### config.mk
export PLATFORM = sky130hd
export DESIGN_NAME = utf8_stream_analyzer_core_flat
export DESIGN_NICKNAME = d
export VERILOG_FILES = /design/src/hw/rtl/usa_pkg.sv /design/src/hw/rtl/usa_stream_if.sv /design/src/hw/rtl/usa_in_stage.sv /design/src/hw/rtl/usa_decode.sv /design/src/hw/rtl/usa_out_stage.sv /design/src/hw/rtl/utf8_stream_analyzer_core.sv /design/src/flat_wrapper.sv
export VERILOG_INCLUDE_DIRS = /design/src /design/src/hw/rtl
export SDC_FILE = /design/constraint.sdc
export NUM_CORES = 1
export LEC_CHECK = 0
export BUFFER_PORTS_ARGS = -buffer_cell sky130_fd_sc_hd__buf_2
export CORE_MARGIN = 1.5
export CORE_UTILIZATION = 61
export DETAILED_ROUTE_END_ITERATION = 10
export GPL_TIMING_DRIVEN = 0
export PLACE_DENSITY = 0.85
export SYNTH_ARGS = -nofsm -noshare
export SYNTH_HDL_FRONTEND = slang
export SYNTH_SLANG_ARGS = --single-unit
### constraint.sdc
create_clock -name clk -period 6.6 [get_ports clk]
set_input_delay 1.32 -clock clk [delete_from_list [all_inputs] [get_ports clk]]
set_output_delay 1.32 -clock clk [all_outputs]
set_load 0.02 [all_outputs]
### src/hw/rtl/utf8_stream_analyzer_core_assert.svh
// ----------------------------------------------------------------------------
// UTF-8 stream analyzer assertion macros
// Shared concurrent assertion forms for the analyzer RTL.
// ----------------------------------------------------------------------------
`ifndef UTF8_STREAM_ANALYZER_CORE_ASSERT_SVH
`define UTF8_STREAM_ANALYZER_CORE_ASSERT_SVH

// The consequent must hold in the same cycle as the antecedent.
`define USA_ASSERT_SAME(label, clk, rst, ante, cons) \
  label: assert property (@(posedge clk) disable iff (rst) (ante) |-> (cons)) \
    else $error("usa assertion failed in the same cycle");

// The consequent must hold in the cycle after the antecedent.
`define USA_ASSERT_NEXT(label, clk, rst, ante, cons) \
  label: assert property (@(posedge clk) disable iff (rst) (ante) |=> (cons)) \
    else $error("usa assertion failed in the next cycle");

`endif

### src/hw/rtl/usa_pkg.sv
// ----------------------------------------------------------------------------
// UTF-8 stream analyzer package
// Widths, constants and beat types shared by the analyzer modules.
// ----------------------------------------------------------------------------
`timescale 1ns / 1ps

package usa_pkg;

  localparam int unsigned USA_COUNT_BITS = 16;

  localparam int unsigned BYTE_W  = 8;
  localparam int unsigned CP_W    = 21;
  localparam int unsigned LEN_W   = 3;
  localparam int unsigned POS_W   = 16;
  localparam int unsigned LIMIT_W = 16;
  localparam int unsigned REM_W   = 2;

  localparam logic [LIMIT_W-1:0] PREFIX_RESET = 16'd6;
  localparam logic [POS_W-1:0]   POS_MAX      = 16'hFFFF;
  localparam logic [BYTE_W-1:0]  ASCII_MAX    = 8'd127;

  localparam logic [CP_W-1:0] LAND_LO = 21'h1F400;
  localparam logic [CP_W-1:0] LAND_HI = 21'h1F43F;
  localparam logic [CP_W-1:0] SEA_LO  = 21'h1F980;
  localparam logic [CP_W-1:0] SEA_HI  = 21'h1F9AE;

  localparam logic [LEN_W-1:0] LEN_NONE  = 3'd0;
  localparam logic [LEN_W-1:0] LEN_ONE   = 3'd1;
  localparam logic [LEN_W-1:0] LEN_TWO   = 3'd2;
  localparam logic [LEN_W-1:0] LEN_THREE = 3'd3;
  localparam logic [LEN_W-1:0] LEN_FOUR  = 3'd4;

  typedef struct packed {
    logic [BYTE_W-1:0] data_byte;
    logic              end_of_string;
  } in_beat_t;

  typedef struct packed {
    logic [CP_W-1:0]  code_point;
    logic [LEN_W-1:0] byte_length;
    logic [POS_W-1:0] position;
    logic             is_animal;
    logic             in_prefix;
    logic             ascii_so_far;
    logic             string_done;
  } result_t;

endpackage

### src/hw/rtl/usa_stream_if.sv
// ----------------------------------------------------------------------------
// UTF-8 stream analyzer channel interfaces
// Valid/ready channels for the byte input and the code point output.
// ----------------------------------------------------------------------------
`timescale 1ns / 1ps

interface usa_byte_if import usa_pkg::*; ();
  logic              valid;
  logic              ready;
  logic [BYTE_W-1:0] data_byte;
  logic              end_of_string;

  modport source (output valid, output data_byte, output end_of_string, input ready);
  modport sink (input valid, input data_byte, input end_of_string, output ready);
endinterface

interface usa_point_if import usa_pkg::*; ();
  logic             valid;
  logic             ready;
  logic [CP_W-1:0]  code_point;
  logic [LEN_W-1:0] byte_length;
  logic [POS_W-1:0] position;
  logic             is_animal;
  logic             in_prefix;
  logic             ascii_so_far;
  logic             string_done;

  modport source (
    output valid, output code_point, output byte_length, output position,
    output is_animal, output in_prefix, output ascii_so_far, output string_done,
    input ready
  );
  modport sink (
    input valid, input code_point, input byte_length, input position,
    input is_animal, input in_prefix, input ascii_so_far, input string_done,
    output ready
  );
endinterface

### src/hw/rtl/usa_in_stage.sv
// ----------------------------------------------------------------------------
// UTF-8 stream analyzer input stage
// Registers each accepted byte beat ahead of the decoder.
// ----------------------------------------------------------------------------
`timescale 1ns / 1ps

module usa_in_stage import usa_pkg::*; (
  input  logic     clk,
  input  logic     rst,
  usa_byte_if.sink bytes,
  input  logic     advance,
  output logic     beat_valid,
  output in_beat_t beat
);

  assign bytes.ready = !beat_valid || advance;

  always_ff @(posedge clk) begin
    if (rst) begin
      beat_valid <= 1'b0;
    end else if (bytes.valid && bytes.ready) begin
      beat_valid <= 1'b1;
    end else if (advance) begin
      beat_valid <= 1'b0;
    end
  end

  always_ff @(posedge clk) begin
    if (bytes.valid && bytes.ready) begin
      beat.data_byte     <= bytes.data_byte;
      beat.end_of_string <= bytes.end_of_string;
    end
  end

endmodule

### src/hw/rtl/usa_decode.sv
// ----------------------------------------------------------------------------
// UTF-8 stream analyzer decoder
// Per-string decode state, prefix register and the result of one byte.
// ----------------------------------------------------------------------------
`timescale 1ns / 1ps

module usa_decode import usa_pkg::*; #(
  parameter int unsigned COUNT_BITS = USA_COUNT_BITS
) (
  input  logic               clk,
  input  logic               rst,
  input  logic               cfg_write_en,
  input  logic [LIMIT_W-1:0] cfg_write_data,
  input  logic               take,
  input  in_beat_t           beat,
  output logic               emit,
  output result_t            result
);

  `include "utf8_stream_analyzer_core_assert.svh"

  localparam int unsigned WIDE_W = (COUNT_BITS > POS_W) ? COUNT_BITS : POS_W;

  logic [LIMIT_W-1:0]    prefix_limit;
  logic [REM_W-1:0]      bytes_remaining;
  logic [REM_W-1:0]      bytes_remaining_next;
  logic [CP_W-1:0]       accumulator;
  logic [CP_W-1:0]       accumulator_next;
  logic [LEN_W-1:0]      sequence_length;
  logic [LEN_W-1:0]      sequence_length_next;
  logic [COUNT_BITS-1:0] point_count;
  logic [COUNT_BITS-1:0] point_count_next;
  logic                  ascii_flag;
  logic                  ascii_next;
  logic [LEN_W-1:0]      lead;
  logic [CP_W-1:0]       shifted;
  logic [CP_W-1:0]       cp;
  logic [LEN_W-1:0]      blen;
  logic [WIDE_W-1:0]     count_wide;
  logic [BYTE_W-1:0]     b;

  assign b = beat.data_byte;

  always_comb begin
    case (b) inside
      8'b0???????: lead = LEN_ONE;
      8'b110?????: lead = LEN_TWO;
      8'b1110????: lead = LEN_THREE;
      8'b11110???: lead = LEN_FOUR;
      default:     lead = LEN_NONE;
    endcase
  end

  assign shifted = {accumulator[CP_W-7:0], b[5:0]};

  always_comb begin
    ascii_next           = ascii_flag && (b <= ASCII_MAX);
    bytes_remaining_next = bytes_remaining;
    accumulator_next     = accumulator;
    sequence_length_next = sequence_length;
    emit                 = 1'b0;
    cp                   = '0;
    blen                 = LEN_NONE;
    if (bytes_remaining == '0) begin
      case (lead)
        LEN_ONE: begin
          emit = 1'b1;
          cp   = {{(CP_W-BYTE_W){1'b0}}, b};
          blen = LEN_ONE;
        end
        LEN_TWO:   accumulator_next = {{(CP_W-5){1'b0}}, b[4:0]};
        LEN_THREE: accumulator_next = {{(CP_W-4){1'b0}}, b[3:0]};
        LEN_FOUR:  accumulator_next = {{(CP_W-3){1'b0}}, b[2:0]};
        default: ;
      endcase
      if (lead >= LEN_TWO) begin
        bytes_remaining_next = REM_W'(lead - LEN_ONE);
        sequence_length_next = lead;
      end
    end else begin
      bytes_remaining_next = bytes_remaining - REM_W'(1);
      if (bytes_remaining == REM_W'(1)) begin
        emit                 = 1'b1;
        cp                   = shifted;
        blen                 = sequence_length;
        accumulator_next     = '0;
        sequence_length_next = LEN_NONE;
      end else begin
        accumulator_next = shifted;
      end
    end
  end

  assign count_wide = WIDE_W'(point_count);

  always_comb begin
    result.code_point   = cp;
    result.byte_length  = blen;
    result.position     = (count_wide > WIDE_W'(POS_MAX)) ? POS_MAX
                                                          : count_wide[POS_W-1:0];
    result.is_animal    = (cp inside {[LAND_LO:LAND_HI], [SEA_LO:SEA_HI]});
    result.in_prefix    = count_wide < WIDE_W'(prefix_limit);
    result.ascii_so_far = ascii_next;
    result.string_done  = beat.end_of_string;
  end

  always_comb begin
    point_count_next = point_count;
    if (emit && (point_count != '1)) begin
      point_count_next = point_count + COUNT_BITS'(1);
    end
  end

  always_ff @(posedge clk) begin
    if (rst) begin
      prefix_limit <= PREFIX_RESET;
    end else if (cfg_write_en) begin
      prefix_limit <= cfg_write_data;
    end
  end

  always_ff @(posedge clk) begin
    if (rst) begin
      bytes_remaining <= '0;
      accumulator     <= '0;
      sequence_length <= LEN_NONE;
      point_count     <= '0;
      ascii_flag      <= 1'b1;
    end else if (take) begin
      if (beat.end_of_string) begin
        bytes_remaining <= '0;
        accumulator     <= '0;
        sequence_length <= LEN_NONE;
        point_count     <= '0;
        ascii_flag      <= 1'b1;
      end else begin
        bytes_remaining <= bytes_remaining_next;
        accumulator     <= accumulator_next;
        sequence_length <= sequence_length_next;
        point_count     <= point_count_next;
        ascii_flag      <= ascii_next;
      end
    end
  end

  `USA_ASSERT_NEXT(a_eos_clears, clk, rst, take && beat.end_of_string, (bytes_remaining == '0) && (point_count == '0) && ascii_flag)
  `USA_ASSERT_SAME(a_emit_len, clk, rst, emit, (blen != LEN_NONE) && (blen <= LEN_FOUR))
  `USA_ASSERT_SAME(a_single_lead, clk, rst, emit && (blen == LEN_ONE), bytes_remaining == '0)

endmodule

### src/hw/rtl/usa_out_stage.sv
// ----------------------------------------------------------------------------
// UTF-8 stream analyzer output stage
// Holds one finished code point beat until the consumer takes it.
// ----------------------------------------------------------------------------
`timescale 1ns / 1ps

module usa_out_stage import usa_pkg::*; (
  input  logic        clk,
  input  logic        rst,
  input  logic        load,
  input  result_t     result,
  output logic        free,
  usa_point_if.source points
);

  result_t held;

  assign free = !points.valid || points.ready;

  always_ff @(posedge clk) begin
    if (rst) begin
      points.valid <= 1'b0;
    end else if (load) begin
      points.valid <= 1'b1;
    end else if (points.ready) begin
      points.valid <= 1'b0;
    end
  end

  always_ff @(posedge clk) begin
    if (load) begin
      held <= result;
    end
  end

  assign points.code_point   = held.code_point;
  assign points.byte_length  = held.byte_length;
  assign points.position     = held.position;
  assign points.is_animal    = held.is_animal;
  assign points.in_prefix    = held.in_prefix;
  assign points.ascii_so_far = held.ascii_so_far;
  assign points.string_done  = held.string_done;

endmodule

### src/hw/rtl/utf8_stream_analyzer_core.sv
// A code point's final byte is accepted into the input register, decoded and
// loaded into the output register. Throughput: one byte per cycle without
// back-pressure, set by the single decode stage between the two registers.
// Reset: synchronous and active high; it empties both registers, clears the
// per-string decode state and sets prefix_limit to 6.
// ----------------------------------------------------------------------------
// UTF-8 stream analyzer core
// Decodes a UTF-8 byte stream into code points with position and flags.
// ----------------------------------------------------------------------------
`timescale 1ns / 1ps

module utf8_stream_analyzer_core import usa_pkg::*; #(
  parameter int unsigned COUNT_BITS = USA_COUNT_BITS
) (
  input  logic               clk,
  input  logic               rst,
  input  logic               cfg_write_en,
  input  logic [LIMIT_W-1:0] cfg_write_data,
  usa_byte_if.sink           bytes,
  usa_point_if.source        points
);

  logic     beat_valid;
  in_beat_t beat;
  logic     advance;
  logic     out_free;
  logic     emit;
  result_t  result;

  assign advance = beat_valid && out_free;

  usa_in_stage u_in_stage (
    .clk        (clk),
    .rst        (rst),
    .bytes      (bytes),
    .advance    (advance),
    .beat_valid (beat_valid),
    .beat       (beat)
  );

  usa_decode #(
    .COUNT_BITS (COUNT_BITS)
  ) u_decode (
    .clk            (clk),
    .rst            (rst),
    .cfg_write_en   (cfg_write_en),
    .cfg_write_data (cfg_write_data),
    .take           (advance),
    .beat           (beat),
    .emit           (emit),
    .result         (result)
  );

  usa_out_stage u_out_stage (
    .clk    (clk),
    .rst    (rst),
    .load   (advance && emit),
    .result (result),
    .free   (out_free),
    .points (points)
  );

endmodule
### src/flat_wrapper.sv
// flat-port wrapper written by rule: the top's interface ports become plain ports
module utf8_stream_analyzer_core_flat import usa_pkg::*;
#(
  parameter int unsigned COUNT_BITS = USA_COUNT_BITS
)
  (clk, rst, cfg_write_en, cfg_write_data, bytes_valid, bytes_data_byte, bytes_end_of_string, bytes_ready, points_valid, points_code_point, points_byte_length, points_position, points_is_animal, points_in_prefix, points_ascii_so_far, points_string_done, points_ready);
  usa_byte_if bytes_i ();
  usa_point_if points_i ();
  input  logic clk;
  input  logic rst;
  input  logic cfg_write_en;
  input  logic [LIMIT_W-1:0] cfg_write_data;
  input wire logic [$bits(bytes_i.valid)-1:0] bytes_valid;
  input wire logic [$bits(bytes_i.data_byte)-1:0] bytes_data_byte;
  input wire logic [$bits(bytes_i.end_of_string)-1:0] bytes_end_of_string;
  output wire logic [$bits(bytes_i.ready)-1:0] bytes_ready;
  output wire logic [$bits(points_i.valid)-1:0] points_valid;
  output wire logic [$bits(points_i.code_point)-1:0] points_code_point;
  output wire logic [$bits(points_i.byte_length)-1:0] points_byte_length;
  output wire logic [$bits(points_i.position)-1:0] points_position;
  output wire logic [$bits(points_i.is_animal)-1:0] points_is_animal;
  output wire logic [$bits(points_i.in_prefix)-1:0] points_in_prefix;
  output wire logic [$bits(points_i.ascii_so_far)-1:0] points_ascii_so_far;
  output wire logic [$bits(points_i.string_done)-1:0] points_string_done;
  input wire logic [$bits(points_i.ready)-1:0] points_ready;
  assign bytes_i.valid = bytes_valid;
  assign bytes_i.data_byte = bytes_data_byte;
  assign bytes_i.end_of_string = bytes_end_of_string;
  assign bytes_ready = bytes_i.ready;
  assign points_valid = points_i.valid;
  assign points_code_point = points_i.code_point;
  assign points_byte_length = points_i.byte_length;
  assign points_position = points_i.position;
  assign points_is_animal = points_i.is_animal;
  assign points_in_prefix = points_i.in_prefix;
  assign points_ascii_so_far = points_i.ascii_so_far;
  assign points_string_done = points_i.string_done;
  assign points_i.ready = points_ready;
  utf8_stream_analyzer_core #(.COUNT_BITS(COUNT_BITS)) u_core (.clk(clk), .rst(rst), .cfg_write_en(cfg_write_en), .cfg_write_data(cfg_write_data), .bytes(bytes_i), .points(points_i));
endmodule
=== Word-level counts from Yosys, hierarchy flattened ===
Cells that the tools add are included.
Widths: inputs -> output; s select.

* $add $sub $neg: 3
* $lt $le $gt $ge: 8
* Eq/ne operators: 11
* Multiplexer cells: 31
* Reduce and logical (&&, ||, !) cells: 21

{| class="wikitable"
|+ Operator list
! cell !! number
|-
| $mux 15 || 3
|-
| $pmux 15 s3 || 1
|-
| $ge 21x17->1 const B || 2
|-
| $le 21x17->1 const B || 2
|-
| $mux 21 || 2
|-
| $mux 16 || 2
|-
| $mux 3 || 10
|-
| $add 16x1->16 const B || 1
|-
| $gt 16x16->1 const B || 1
|-
| $lt 16x16->1 || 1
|-
| $ne 16x16->1 const B || 1
|-
| $mux 1 || 9
|-
| $le 8x7->1 const B || 1
|-
| $mux 8 || 1
|-
| $reduce_bool 2->1 || 4
|-
| $logic_and 1x1->1 || 7
|-
| $eq 3x2->1 const B || 2
|-
| $eq 3x3->1 const B || 2
|-
| $mux 2 || 3
|-
| $reduce_and 2->1 || 3
|-
| $eq 5x5->1 const B || 1
|-
| $ne 5x1->1 const B || 1
|-
| $eq 4x4->1 const B || 1
|-
| $sub 2x1->2 const B || 2
|-
| other kinds (9) || 11
|}

* Register bits: 108
* Input port bits: 30
* Logic and storage cells: 91

=== Depth between registers and ports, before layout ===
* Depth after elaboration: 11
* Gate-level depth with buffers: 11

=== Modules after synthesis ===
From an unflattened synthesis, not the netlist that was laid out.

* Cell total of the unflattened synthesis: 430
* Area, all modules: 4773.3 um2

{| class="wikitable"
|+ Modules (own cells, without submodules)
! module !! instances !! cells each !! area each (um2)
|-
| usa_decode || 1 || 366 || 3067.9
|-
| usa_out_stage || 1 || 48 || 1367.6
|-
| usa_in_stage || 1 || 14 || 325.3
|-
| utf8_stream_analyzer_core || 1 || 2 || 12.5
|}

=== Worst setup path after synthesis ===
Ideal clock, no wire load.

* Path kind: input to register
* Start: input points_ready
* End: register u_core.u_out_stage.held (netlist bit u_core.u_out_stage.points.ascii_so_far) (enable)
* Arrival time: 3558 ps
* Setup slack: 2595 ps
* Stages: 3
* Path buffers: 0
* Cell sequence: nand2b_2 o2111ai_2 nor2_1

* Longest elaborated chain between the ends: 3

{| class="wikitable"
|+ RTL lines
! element !! line !! source
|-
| start, declared || flat_wrapper.sv:25 || <nowiki>input wire logic [$bits(points_i.ready)-1:0] points_ready;</nowiki>
|-
| $logic_or 1x1->1 || usa_out_stage.sv:18 || <nowiki>assign free = !points.valid || points.ready;</nowiki>
|-
| $logic_and 1x1->1 || utf8_stream_analyzer_core.sv:30 || <nowiki>assign advance = beat_valid && out_free;</nowiki>
|-
| $logic_and 1x1->1 || utf8_stream_analyzer_core.sv:57 || <nowiki>.load (advance && emit),</nowiki>
|-
| via u_core.u_out_stage.load || usa_out_stage.sv:10 || <nowiki>input logic load,</nowiki>
|-
| end signal, assigned || usa_out_stage.sv:32 || <nowiki>held <= result;</nowiki>
|-
| end, declared || usa_out_stage.sv:16 || <nowiki>result_t held;</nowiki>
|}

The timed path passes the listed nets, and every way through them passes these cells.
A chain may end at the register's enable or synchronous reset.

=== Worst setup path in the final report ===
* Start: input points_ready
* End: output bytes_ready

* Longest elaborated chain between the ends: 3

{| class="wikitable"
|+ RTL lines
! element !! line !! source
|-
| $logic_or 1x1->1 || usa_out_stage.sv:18 ||
|-
| $logic_and 1x1->1 || utf8_stream_analyzer_core.sv:30 ||
|-
| $logic_or 1x1->1 || usa_in_stage.sv:16 || <nowiki>assign bytes.ready = !beat_valid || advance;</nowiki>
|-
| end, declared || flat_wrapper.sv:16 || <nowiki>output wire logic [$bits(bytes_i.ready)-1:0] bytes_ready;</nowiki>
|}

Every way passes these cells.

==> results.py <==
metrics = {
    "run_status": {
        "status": "completed",
    },
    "detailed_routing": {
        "drtPass1Iterations": 5,
        "drtIter0Drc": 203,
        "drc": 0,
        "vias_per_cell": 5.90,
        "post_drt_wl_per_cell_um": 15.5,
        "ant_nets": 0,
        "vias": 3734,
        "routed_wl_um": 9810,
    },
    "synthesis": {
        "ys_async_sr_fraction": 0,
        "ys.flop_type": "dfxtp_1",
        "synth_top_area_share": 0.333,
        "synth_common_cells": "dfxtp_1, edfxtp_1, nand2_1",
        "post_synth_main_area_contributors": "edfxtp_1, dfxtp_1, mux2i_1",
        "yosys_warnings": 0,
        "synth_nets": 490,
        "synth.most_common_cell": "dfxtp_1",
        "syn_area_um2": 4780,
        "ys_seq_area_frac": 0.563,
        "postSynthAreaPerCell_um2": 10.9,
        "yosysUniqueCellTypes": 54,
        "yosysTopAreaCell": "edfxtp_1",
        "netlist_instances": 440,
        "synth-edff-count": 53,
        "ys_ff_latch": 108,
    },
    "placed_design": {
        "dp_hpwl_um": 7320,
        "gp_congestion": 0.908,
        "io_buffer_count": 74,
        "place_inst": 617,
    },
    "setup_path": {
        "crit_start": "points_ready",
        "path_class": "primary input to primary output",
        "crit_family": "simple AND/OR/NAND/NOR gates",
        "crit_path_max_incr_delay_ns": 0.21,
        "timing.rr.start": "u_core.u_in_stage.beat[6]$_DFFE_PP_",
        "critPathCaptureType": "primary output",
        "worst-path-max-fanout": 3,
        "regToRegSetupSlack_ns": 4.01,
        "reg2regPathDepth": 10,
        "crit_chain": "buf_2 -> and2b_1 -> nand2_1 -> buf_2",
        "critPathCapture": "bytes_ready",
        "cp_slowest_cell": "and2b_1",
        "cp.required_ns": 5.28,
        "cp-start-kind": "primary input",
        "crit_buf_inv": 2,
        "cp.depth": 4,
        "cp.arrival_ns": 1.87,
        "regToRegEndpoint": "u_core.u_decode.count_wide[1]$_SDFFE_PP0P_",
        "crit_top_cell": "buf_2",
    },
    "clocking": {
        "clk-insertion-delay-late_ns": 0.37,
        "cts_setup_buffers": 0,
        "clk_path_buf_depth": 2,
        "cts_resized": 0,
        "cts_sinks": 108,
        "cts_tree": "built",
        "cts_root_buf": "clkbuf_8",
        "cts_hold_buf": 0,
        "htree_levels": 3,
        "clkSlewWorstSetupHoldPaths_ns": 0.10,
        "cts_made_buffers": 9,
    },
    "finish": {
        "synthToLayoutAreaGrowth_pct": 14.8,
        "fill_cells": 557,
        "finalNetCount": 576,
        "multi_input_area_um2": 1920,
        "antenna_cells": 0,
        "regArea_um2": 2690,
        "drive_gt1_frac": 0.209,
        "fin_cells": 633,
    },
    "pwr": {
        "power_density_nw_per_um2": 219,
        "power_mw": 1.20,
        "peakVddDrop_mv": 0.124,
        "leakage_nw": 2.24,
    },
    "global_route": {
        "grt_overflow_total": 0,
        "grt_pass1_wl_um": 16100,
        "grt_pass1_vias": 3533,
        "grt_max_degree": 26,
        "grt.total_usage": 0.245,
        "antenna_found_initial": 0,
    },
    "floorplanning": {
        "rows": 32,
        "die_height_um": 91.5,
        "initial_utilization": 0.625,
        "io_pins": 76,
        "die-area_um2": 8380,
        "core_um2": 7650,
        "fp.dieW_um": 91.5,
    },
    "sta": {
        "slew-limit-headroom": 0.523,
        "fmax_mhz": 314,
        "rsz0062_at_grt": "no",
        "worst_pin_slew_ns": 0.714,
        "fin_crit_ns": 3.19,
        "hold_viol": 0,
        "setup_viol": 0,
        "clock_skew_ns": 0.00901,
        "slew_viol_final": 0,
        "finalSetupTns_ns": 0,
        "fin_crit_sh": 0.483,
    },
    "run": {
        "max_cap_violations": 0,
    },
    "hold_path": {
        "min_path_type": "register to register",
    },
}
## how the worst min path moves through the flow
stage,slack (ns),cells past startpoint,to,startpoint
finish,0.45,2,u_core.u_decode.ascii_flag$_SDFFE_PP1P_,u_core.u_decode.ascii_flag$_SDFFE_PP1P_
global route,0.47,0,u_core.u_out_stage.points.string_done$_DFFE_PP_,u_core.u_in_stage.beat[0]$_DFFE_PP_
CTS,0.45,2,u_core.u_decode.ascii_flag$_SDFFE_PP1P_,u_core.u_decode.ascii_flag$_SDFFE_PP1P_
detailed placement,0.43,0,u_core.u_out_stage.points.string_done$_DFFE_PP_,u_core.u_in_stage.beat[0]$_DFFE_PP_
global placement,0.43,0,u_core.u_out_stage.points.string_done$_DFFE_PP_,u_core.u_in_stage.beat[0]$_DFFE_PP_
floorplan,0.41,2,u_core.u_decode.ascii_flag$_SDFFE_PP1P_,u_core.u_decode.ascii_flag$_SDFFE_PP1P_
## routing by layer
| layer | share of wire | wire length (µm) | track usage | up-vias |
|---|---|---|---|---|
| met5 | 0 | 0 | 0 | - |
| met4 | 0.037 | 366 | 0.132 | 0 |
| met3 | 0.062 | 606 | 0.0327 | 38 |
| met2 | 0.53 | 5160 | 0.436 | 166 |
| met1 | 0.38 | 3680 | 0.285 | 1764 |
| li1 | - | - | - | 1766 |
## area by class of cell
type                       count  share of cell area
tap                          102              0.0233
buffer                        17              0.0153
inverter                      24              0.0164
clock buffer                  10              0.0251
timing repair buffer          75              0.0725
multi-input combinational    291               0.350
clock inverter                 6             0.00707
sequential                   108               0.491
## sequential cells by signal, indices dropped and copies added (netlist names), 2 cells and up
| register | count |
|---|---|
| u_core.u_decode.prefix_limit | 16 |
| u_core.u_decode.sequence_length | 3 |
| u_core.u_out_stage.points.code_point | 21 |
| u_core.u_decode.count_wide | 16 |
| u_core.u_decode.bytes_remaining | 2 |
| u_core.u_out_stage.points.byte_length | 3 |
| u_core.u_out_stage.points.position | 16 |
| u_core.u_decode.accumulator | 15 |
| u_core.u_in_stage.beat | 9 |
## placed cells by master, fill, tap and decap left out, drive strengths merged, types with 3 or more instances in the layout
master   n
a21o     8
a21oi   29
a31o     3
a31oi    4
and2    25
buf     83
clkbuf  19
clkinv   4
dfxtp   55
edfxtp  53
ha      20
inv     25
mux2i   26
nand2   46
nand3    6
nand4   16
nor2    34
nor4     4
o211ai   4
o21ai   17
o31ai    4
or3      9
or4      8
## worst register-to-register path, stage by stage, from the launching register on
cell and delay [ns]:
edfxtp_1 0.52, nand2_1 0.11, o21a_1 0.24, inv_1 0.10
ha_1 0.20, o2111ai_2 0.20, o32a_4 0.48, buf_6 0.16
buf_4 0.17, a22oi_1 0.21, nor2_1 0.06
## stage by stage
step | utilization | area, µm² | setup WS [ns] | hold WS [ns]
final | 0.718 | 5490 | 3.41 | 0.447
after global routing | 0.718 | 5490 | 3.37 | 0.467
after CTS | 0.718 | 5490 | 3.41 | 0.450
after detailed placement | 0.695 | 5310 | 3.41 | 0.434
after global placement | 0.690 | 5280 | 1.78 | 0.428
after floorplan | - | 4780 | 2.60 | 0.414
## power breakdown
part / switching, mW / internal (mW) / total [mW]
clock: 0.217 / 0.147 / 0.364
combinational: 0.0663 / 0.0396 / 0.106
sequential: 0.0100 / 0.720 / 0.730
## logic make-up (layout without fill, tap and decap cells)
| family | Yosys count | count (layout) | synth area share |
|---|---|---|---|
| buffers and inverters | 41 | 132 | 0.0364 |
| muxes | 26 | 26 | 0.0545 |
| adders and majority gates | 20 | 20 | 0.0524 |
| DFF | 108 | 108 | 0.563 |
| AOI/OAI and AO/OA | 83 | 83 | 0.114 |
| and+or+nand+nor | 162 | 162 | 0.180 |
(Power assumes the default switching activity.)
